**src/hdl/lldisp_pkg.sv**
```systemverilog
package lldisp_pkg;

    // Default sizes of the worker pool and its counters
    localparam int DEF_MAX_WORKERS     = 16;
    localparam int DEF_PRIORITY_LEVELS = 8;
    localparam int DEF_COUNT_WIDTH     = 16;

    // Fixed field and register widths
    localparam int ADDR_CAP  = 16;
    localparam int ACTIVE_W  = 5;
    localparam int MASK_W    = 16;
    localparam int TOTAL_W   = 19;
    localparam int CFG_IDX_W = 2;
    localparam int CFG_DAT_W = 16;

    // Operation codes
    localparam logic [1:0] OP_SUBMIT_AUTO  = 2'd0;
    localparam logic [1:0] OP_SUBMIT_NAMED = 2'd1;
    localparam logic [1:0] OP_TAKE         = 2'd2;

    // Configuration register indexes
    localparam logic [CFG_IDX_W-1:0] CFG_ACTIVE = 2'd0;
    localparam logic [CFG_IDX_W-1:0] CFG_MASK   = 2'd1;

    typedef enum logic [2:0] {
        ST_OK      = 3'd0,
        ST_NOINIT  = 3'd1,
        ST_NONE    = 3'd2,
        ST_INVALID = 3'd3,
        ST_FULL    = 3'd4,
        ST_EMPTY   = 3'd5
    } t_status;

    typedef enum logic [2:0] {
        S_IDLE,
        S_SCAN,
        S_SUB_RD,
        S_SUB_UPD,
        S_TAKE_RD,
        S_TAKE_CHK,
        S_DONE
    } t_state;

    typedef struct packed {
        logic [1:0] operation;
        logic [3:0] worker;
        logic [2:0] priority_req;
        logic [3:0] start_offset;
    } t_in_word;

    typedef struct packed {
        t_status              status;
        logic [3:0]           chosen_worker;
        logic [2:0]           taken_priority;
        logic [TOTAL_W-1:0]   worker_pending;
    } t_out_word;

endpackage

```
**src/hdl/least_loaded_priority_dispatcher_top.sv**
```systemverilog
// Channel   | Direction | Handshake               | Word
// ----------+-----------+-------------------------+----------------------------------
// input     | in        | i_in_valid / o_in_stall  | i_in_word  (t_in_word)
// output    | out       | o_out_valid / i_out_stall| o_out_word (t_out_word)
// config    | in        | i_cfg_valid / o_cfg_ready| i_cfg_index, i_cfg_data
//
// Named submit: read, then update the count memory. Take: read and check one level
// at a time, top level first. Auto submit: scan up to the pool size, then as named.
// The count memory has one read/write port and the scan uses one shared total compare.
// Reset: synchronous, clears control, registers, totals and the per-entry valid bits
// of the count memory together; no clearing pass.
// A finished word waits in the output register while the next word is accepted;
// o_in_stall is high whenever the sequencer is busy.
module least_loaded_priority_dispatcher_top #(
    parameter int MAX_WORKERS     = lldisp_pkg::DEF_MAX_WORKERS,
    parameter int PRIORITY_LEVELS = lldisp_pkg::DEF_PRIORITY_LEVELS,
    parameter int COUNT_WIDTH     = lldisp_pkg::DEF_COUNT_WIDTH
) (
    input  logic                                   i_clk,
    input  logic                                   i_rst_n,
    input  logic                                   i_in_valid,
    output logic                                   o_in_stall,
    input  lldisp_pkg::t_in_word                   i_in_word,
    output logic                                   o_out_valid,
    input  logic                                   i_out_stall,
    output lldisp_pkg::t_out_word                  o_out_word,
    input  logic                                   i_cfg_valid,
    output logic                                   o_cfg_ready,
    input  logic [lldisp_pkg::CFG_IDX_W-1:0]       i_cfg_index,
    input  logic [lldisp_pkg::CFG_DAT_W-1:0]       i_cfg_data
);
    import lldisp_pkg::*;

    localparam int ADDR_LIMIT = (MAX_WORKERS < ADDR_CAP) ? MAX_WORKERS : ADDR_CAP;
    localparam int WIDX       = (ADDR_LIMIT > 1) ? $clog2(ADDR_LIMIT) : 1;
    localparam int LW         = $clog2(PRIORITY_LEVELS);
    localparam int MEM_DEPTH  = ADDR_LIMIT * PRIORITY_LEVELS;
    localparam int MEM_AW     = $clog2(MEM_DEPTH);

    // Control and configuration state
    t_state                 r_state, n_state;
    logic [ACTIVE_W-1:0]    r_active;
    logic [MASK_W-1:0]      r_mask;
    logic [WIDX-1:0]        r_worker, n_worker;
    logic [LW-1:0]          r_level, n_level;
    logic [WIDX-1:0]        r_cur, n_cur;
    logic [ACTIVE_W-1:0]    r_left, n_left;
    logic [WIDX-1:0]        r_best, n_best;
    logic [TOTAL_W-1:0]     r_best_tot, n_best_tot;
    logic                   r_found, n_found;
    t_out_word              r_res, n_res;
    logic                   r_out_valid, n_out_valid;
    t_out_word              r_out_word, n_out_word;

    // Totals per worker and the count memory
    logic [TOTAL_W-1:0]     r_total [ADDR_LIMIT];
    logic [COUNT_WIDTH-1:0] r_mem   [MEM_DEPTH];
    logic [MEM_DEPTH-1:0]   r_mem_vld;
    logic [COUNT_WIDTH-1:0] r_rd_data;
    logic                   r_rd_vld;

    logic [ACTIVE_W-1:0]    pool_n;
    logic [2:0]             prio_sat;
    logic [WIDX-1:0]        tot_ra;
    logic [TOTAL_W-1:0]     tot_rd;
    logic                   tot_we;
    logic [TOTAL_W-1:0]     tot_wd;
    logic [MEM_AW-1:0]      mem_addr;
    logic                   mem_re;
    logic                   mem_we;
    logic [COUNT_WIDTH-1:0] mem_wd;
    logic [COUNT_WIDTH-1:0] lvl_cnt;
    logic                   scan_take;
    logic [ACTIVE_W-1:0]    cur_inc;
    logic                   out_free;

    // Configuration port is always ready
    assign o_cfg_ready = 1'b1;
    assign o_in_stall  = (r_state != S_IDLE);
    assign o_out_valid = r_out_valid;
    assign o_out_word  = r_out_word;

    // Effective pool size and saturated priority
    assign pool_n   = (r_active > ACTIVE_W'(ADDR_LIMIT)) ? ACTIVE_W'(ADDR_LIMIT) : r_active;
    assign prio_sat = ({2'b00, i_in_word.priority_req} >= 5'(PRIORITY_LEVELS)) ?
                      3'(PRIORITY_LEVELS - 1) : i_in_word.priority_req;

    // Single read port on the totals
    assign tot_ra = (r_state == S_SCAN) ? r_cur : r_worker;
    assign tot_rd = r_total[tot_ra];

    // Count memory address and read data
    assign mem_addr = MEM_AW'(MEM_AW'(r_worker) * MEM_AW'(PRIORITY_LEVELS)) + MEM_AW'(r_level);
    assign lvl_cnt  = r_rd_vld ? r_rd_data : '0;

    // Shared compare for the least-loaded scan
    assign scan_take = r_mask[4'(r_cur)] && (!r_found || (tot_rd < r_best_tot));
    assign cur_inc   = ACTIVE_W'(r_cur) + ACTIVE_W'(1);
    assign out_free  = !r_out_valid || !i_out_stall;

    // Sequencer: next state and datapath controls
    always_comb begin
        n_state     = r_state;
        n_worker    = r_worker;
        n_level     = r_level;
        n_cur       = r_cur;
        n_left      = r_left;
        n_best      = r_best;
        n_best_tot  = r_best_tot;
        n_found     = r_found;
        n_res       = r_res;
        n_out_valid = r_out_valid && i_out_stall;
        n_out_word  = r_out_word;
        tot_we      = 1'b0;
        tot_wd      = tot_rd;
        mem_re      = 1'b0;
        mem_we      = 1'b0;
        mem_wd      = lvl_cnt;

        unique case (r_state)
            S_IDLE: begin
                if (i_in_valid) begin
                    n_res.status         = ST_INVALID;
                    n_res.chosen_worker  = 4'd0;
                    n_res.taken_priority = 3'd0;
                    n_res.worker_pending = '0;
                    n_level              = LW'(prio_sat);
                    n_state              = S_DONE;
                    unique case (i_in_word.operation)
                        OP_SUBMIT_AUTO: begin
                            n_res.taken_priority = prio_sat;
                            if (pool_n == '0) begin
                                n_res.status = ST_NOINIT;
                            end else begin
                                n_cur   = ({1'b0, i_in_word.start_offset} >= pool_n) ?
                                          '0 : WIDX'(i_in_word.start_offset);
                                n_left  = pool_n;
                                n_found = 1'b0;
                                n_state = S_SCAN;
                            end
                        end
                        OP_SUBMIT_NAMED: begin
                            n_res.taken_priority = prio_sat;
                            if (({1'b0, i_in_word.worker} < pool_n) &&
                                r_mask[i_in_word.worker]) begin
                                n_worker = WIDX'(i_in_word.worker);
                                n_state  = S_SUB_RD;
                            end
                        end
                        OP_TAKE: begin
                            if ({1'b0, i_in_word.worker} < pool_n) begin
                                n_worker = WIDX'(i_in_word.worker);
                                n_level  = LW'(PRIORITY_LEVELS - 1);
                                n_state  = S_TAKE_RD;
                            end
                        end
                        default: begin
                            n_res.status = ST_INVALID;
                        end
                    endcase
                end
            end
            S_SCAN: begin
                // Keep the first least-loaded accepting worker; stop at an empty one
                if (scan_take) begin
                    n_best     = r_cur;
                    n_best_tot = tot_rd;
                    n_found    = 1'b1;
                end
                n_left = r_left - ACTIVE_W'(1);
                n_cur  = (cur_inc >= pool_n) ? '0 : WIDX'(cur_inc);
                if ((scan_take && (tot_rd == '0)) || (r_left == ACTIVE_W'(1))) begin
                    if (scan_take) begin
                        n_worker = r_cur;
                        n_state  = S_SUB_RD;
                    end else if (r_found) begin
                        n_worker = r_best;
                        n_state  = S_SUB_RD;
                    end else begin
                        n_res.status         = ST_NONE;
                        n_res.chosen_worker  = 4'd0;
                        n_res.worker_pending = '0;
                        n_state              = S_DONE;
                    end
                end
            end
            S_SUB_RD: begin
                mem_re  = 1'b1;
                n_state = S_SUB_UPD;
            end
            S_SUB_UPD: begin
                // Refuse when either counter is saturated, else count one job in
                n_res.chosen_worker  = 4'(r_worker);
                n_res.taken_priority = 3'(r_level);
                if ((&lvl_cnt) || (&tot_rd)) begin
                    n_res.status         = ST_FULL;
                    n_res.worker_pending = tot_rd;
                end else begin
                    mem_we               = 1'b1;
                    mem_wd               = lvl_cnt + COUNT_WIDTH'(1);
                    tot_we               = 1'b1;
                    tot_wd               = tot_rd + TOTAL_W'(1);
                    n_res.status         = ST_OK;
                    n_res.worker_pending = tot_rd + TOTAL_W'(1);
                end
                n_state = S_DONE;
            end
            S_TAKE_RD: begin
                mem_re  = 1'b1;
                n_state = S_TAKE_CHK;
            end
            S_TAKE_CHK: begin
                // Remove from the highest nonempty level, else step down a level
                n_res.chosen_worker = 4'(r_worker);
                if (lvl_cnt != '0) begin
                    mem_we               = 1'b1;
                    mem_wd               = lvl_cnt - COUNT_WIDTH'(1);
                    tot_we               = 1'b1;
                    tot_wd               = (tot_rd != '0) ? tot_rd - TOTAL_W'(1) : tot_rd;
                    n_res.status         = ST_OK;
                    n_res.taken_priority = 3'(r_level);
                    n_res.worker_pending = tot_wd;
                    n_state              = S_DONE;
                end else if (r_level == '0) begin
                    n_res.status         = ST_EMPTY;
                    n_res.taken_priority = 3'd0;
                    n_res.worker_pending = '0;
                    n_state              = S_DONE;
                end else begin
                    n_level = r_level - LW'(1);
                    n_state = S_TAKE_RD;
                end
            end
            S_DONE: begin
                // Hand the word to the output register once it is free
                if (out_free) begin
                    n_out_word  = r_res;
                    n_out_valid = 1'b1;
                    n_state     = S_IDLE;
                end
            end
            default: begin
                n_state = S_IDLE;
            end
        endcase
    end

    // Control registers
    always_ff @(posedge i_clk) begin
        if (!i_rst_n) begin
            r_state     <= S_IDLE;
            r_out_valid <= 1'b0;
            r_active    <= '0;
            r_mask      <= '0;
            r_found     <= 1'b0;
            r_left      <= '0;
        end else begin
            r_state     <= n_state;
            r_out_valid <= n_out_valid;
            r_found     <= n_found;
            r_left      <= n_left;
            if (i_cfg_valid && o_cfg_ready) begin
                if (i_cfg_index == CFG_ACTIVE) begin
                    r_active <= i_cfg_data[ACTIVE_W-1:0];
                end else if (i_cfg_index == CFG_MASK) begin
                    r_mask <= i_cfg_data[MASK_W-1:0];
                end
            end
        end
    end

    // Payload registers
    always_ff @(posedge i_clk) begin
        r_worker   <= n_worker;
        r_level    <= n_level;
        r_cur      <= n_cur;
        r_best     <= n_best;
        r_best_tot <= n_best_tot;
        r_res      <= n_res;
        r_out_word <= n_out_word;
    end

    // Totals per worker
    always_ff @(posedge i_clk) begin
        if (!i_rst_n) begin
            for (int i = 0; i < ADDR_LIMIT; i++) begin
                r_total[i] <= '0;
            end
        end else if (tot_we) begin
            r_total[r_worker] <= tot_wd;
        end
    end

    // Valid bits of the count memory; an entry never written reads as zero
    always_ff @(posedge i_clk) begin
        if (!i_rst_n) begin
            r_mem_vld <= '0;
            r_rd_vld  <= 1'b0;
        end else begin
            if (mem_we) begin
                r_mem_vld[mem_addr] <= 1'b1;
            end
            if (mem_re) begin
                r_rd_vld <= r_mem_vld[mem_addr];
            end
        end
    end

    // Count memory, one port
    always_ff @(posedge i_clk) begin
        if (mem_we) begin
            r_mem[mem_addr] <= mem_wd;
        end
        if (mem_re) begin
            r_rd_data <= r_mem[mem_addr];
        end
    end

endmodule

```
**config.mk**
```make
export PLATFORM = sky130hd
export DESIGN_NAME = least_loaded_priority_dispatcher_top
export DESIGN_NICKNAME = d
export VERILOG_FILES = /design/src/hdl/lldisp_pkg.sv /design/src/hdl/least_loaded_priority_dispatcher_top.sv
export SDC_FILE = /design/constraint.sdc
export NUM_CORES = 2
export LEC_CHECK = 0
export BUFFER_PORTS_ARGS = -buffer_cell sky130_fd_sc_hd__buf_2
export CAP_MARGIN = 20
export CORE_UTILIZATION = 37
export CTS_CLUSTER_DIAMETER = 120
export DETAILED_ROUTE_END_ITERATION = 6
export PLACE_DENSITY_LB_ADDON = 0.2
export SKIP_CTS_REPAIR_TIMING = 1
export SLEW_MARGIN = 20
export SYNTH_ARGS = -nofsm -noshare
export SYNTH_HDL_FRONTEND = slang
export SYNTH_SLANG_ARGS = --single-unit
```
**constraint.sdc**
```tcl
create_clock -name i_clk -period 17.9 [get_ports i_clk]
set_input_delay 3.58 -clock i_clk [delete_from_list [all_inputs] [get_ports i_clk]]
set_output_delay 3.58 -clock i_clk [all_outputs]
set_load 0.03 [all_outputs]
```
==> flow_summary.ini <==
[floorplanning]
ios = 68
rows = 192
start_util_pct = 37.4
core_area_mm2 = 0.275
die_h_um = 529
die_area_mm2 = 0.279
die_w_um = 529

[sta]
fin_crit_sh_pct = 49.0
grt_setup_unrepaired = no
setup_violations = 0
max-slew-margin-rel_pct = 19.0
fmax_mhz = 114
finalMaxSlewViolations = 0
holdWs_ps = 416
timing.setup.tns_ps = 0
skew_ps = 93.8
period_needed_ps = 8770
tightest_slew_ps = 1210
finalHoldViolations = 0

[logic_synthesis]
ys_seq_elements = 2620
synth_edf_count = 2460
yosysWarningCount = 0
synthesis.instances = 6669
netlist_area_mm2 = 0.103
yosysTopAreaCell = edfxtp_1
synthDominantCellAreaShare_pct = 72.0
synth_top_flop_cell = edfxtp_1
ys_seq_area_share_pct = 75.1
synth_nets = 6745
yosysUniqueCellTypes = 97
synthArstFlopShare_pct = 0
avgSynthCellArea_um2 = 15.4
synth_area_leaders = edfxtp_1 (72%), a22oi_1 (6.5%), dfxtp_1 (3.1%)

[critical_path]
timing.rr.start = r_state[1]
crit_path_end = r_mem[23][4]
arrival_ps = 9290
path_class = flop to flop
rr_worst_depth = 19
cp_max_fo = 72
cp-end-kind = flop
critPathRequiredTime_ps = 18410
worstSetupStartpoint = r_state[1]
r2r_slack_ps = 9130
cp-start-kind = flop
r2r_end = r_mem[23][4]

[clock_tree]
cts_buffer_depth = 4
cts.htree.levels = 5
cts_sinks = 2620
clock_latency_ps = 870
root_buffer = clkbuf_16
clk_pin_slew_ps = 60
tritoncts = built
cts_inserted_buffers = 289

[finish]
fin_nets = 6878
final_common_cell = edfxtp_1
final_cell_mix = edfxtp_1 (2460), a22oi_1 (888), nor2_1 (434)
areaGrowthSynthToFinish_pct = 14.3
nFillCells = 24300
seq_area_mm2 = 0.0771
multi_input_area_mm2 = 0.0238
drive_above_1_share_pct = 13.2

[job]
max_cap_violations = 0

[run_status]
status = complete, but fails checks
failed_checks = DRC

[power_and_ir_drop]
swShare_pct = 30.2
combPwrFrac_pct = 19.2
seq_power_share_pct = 45.8
switchingPower_w = 0.00489
p_int_w = 0.0113
clkPwrFrac_pct = 35.0
power_density_mw_per_mm2 = 138
p_leak_nw = 36.9
ir_drop_v = 0.0000865

[grt]
grt.overflow.total = 0
grt_pass1_vias = 61000
grt_first_pass_wirelength_um = 468000
grt_max_degree = 94
antenna_found_initial = 24
grt_usage_pct = 23.2

[routing]
drtIter0Drc = 8264
wire_per_inst_um = 31.0
postRouteAntennaNets = 0
vias_per_cell = 5.98
drtPass1Iterations = 7
drc = 1
vias = 64000
drt_wl_total_um = 332000

[place]
dp_hpwl_um = 196000
globalplace.congestion = 0.946
port_buffers = 66

[min_path]
worstHoldStart = r_res[1]
min_path_type = flop to flop
## synthesized netlist by cell type (46+ instances only)
library cell and n:
a211oi_1 57, o21ai_0 223, nand4_1 98, a221oi_1 113
nor4_1 46, clkbuf_1 270, edfxtp_1 2460, a41oi_1 125
buf_2 71, inv_1 77, nor2_1 495, mux2i_1 144
nor2b_1 47, dfxtp_1 160, a22oi_1 888, a31oi_1 99
nand2_1 367, a21oi_1 94, a22o_1 110, buf_1 128
nand3_1 82
## area by class of cell
| cell class | count | share of cell area (%) |
|---|---|---|
| diodes | 10 | 0.0213 |
| multi-input cells | 3481 | 20.3 |
| clock buffers | 365 | 6.59 |
| inverters | 85 | 0.272 |
| flip-flops and latches | 2620 | 65.7 |
| clock inverters | 136 | 0.958 |
| well taps | 3686 | 3.93 |
| repair buffers | 325 | 2.18 |
## how the worst min path moves through the flow
stage,end,slack (ps),cells past startpoint
after global routing,o_out_word[1],430,0
after floorplan,o_out_word[0],400,0
final,o_out_word[1],420,0
after detailed placement,o_out_word[18],410,0
after CTS,o_out_word[1],420,0
after global placement,o_out_word[10],410,0
## per-layer routing
layer	part of all wire, %	track usage [%]	up-vias
met2	45	35.4	3246
met3	9.1	4.69	502
met5	0.0081	0	-
met4	2.8	6.37	4
met1	43	33.5	33000
li1	-	-	27200
## registers in the layout, summed over array words and instances (netlist names)
| signal | flops |
|---|---|
| r_state | 3 |
| r_active | 5 |
| r_best_tot | 19 |
| r_worker | 4 |
| r_total | 304 |
| r_res | 29 |
| o_out_word | 29 |
| r_rd_data | 16 |
| r_rd_vld | 1 |
| r_mask | 16 |
| r_mem | 2048 |
| r_level | 3 |
| r_left | 5 |
| o_out_valid | 1 |
| r_mem_vld | 128 |
| r_cur | 4 |
| r_best | 4 |
| r_found | 1 |
## stage by stage
stage | area, um^2 | setup slack [ps] | power [W] | utilization [%] | cells
6_report | 117000 | 9130 | 0.0162 | 42.7 | 10700
4_1_cts | 117000 | 8890 | 0.0162 | 42.6 | 10700
2_1_floorplan | 103000 | 6990 | 0.00927 | - | 6669
5_1_grt | 117000 | 8830 | 0.0167 | 42.7 | 10700
3_5_place_dp | 108000 | 8940 | 0.0106 | 39.4 | 10200
3_3_place_gp | 108000 | 9160 | 0.0106 | 39.4 | 10200
## worst max-delay path: stages (launching register included)
cell,delay [ps]
dfxtp_1,790
or3b_4,510
buf_4,550
buf_4,610
a21oi_2,290
buf_4,280
a311oi_1,290
a311o_1,290
nand2_1,190
inv_1,180
ha_1,200
inv_1,70
or4_1,570
or4_1,540
o21a_1,370
and2_1,440
a311o_1,480
o21ai_4,320
buf_4,490
buf_4,730
## power by group through the flow
| stage | Sequential (W) | Clock, W | Combinational, W |
|---|---|---|---|
| floorplan | 0.00762 | 0 | 0.00165 |
| global placement | 0.00754 | 0 | 0.00302 |
| detailed placement | 0.00754 | 0 | 0.00305 |
| CTS | 0.00742 | 0.00574 | 0.00306 |
| global route | 0.00743 | 0.00597 | 0.00326 |
| finish | 0.00742 | 0.00567 | 0.00311 |
## kinds of logic after synthesis
kind of cell    Yosys count  share of synthesized area (%)
compound gates         1920                           13.8
xor+xnor                 17                          0.145
fa+ha+maj                40                          0.488
buf+inv                 568                           2.25
flops                  2620                           75.1
mux                     187                           2.23
other cells               1                        0.00366
simple gates           1316                           5.95
(Power assumes the default switching activity.)
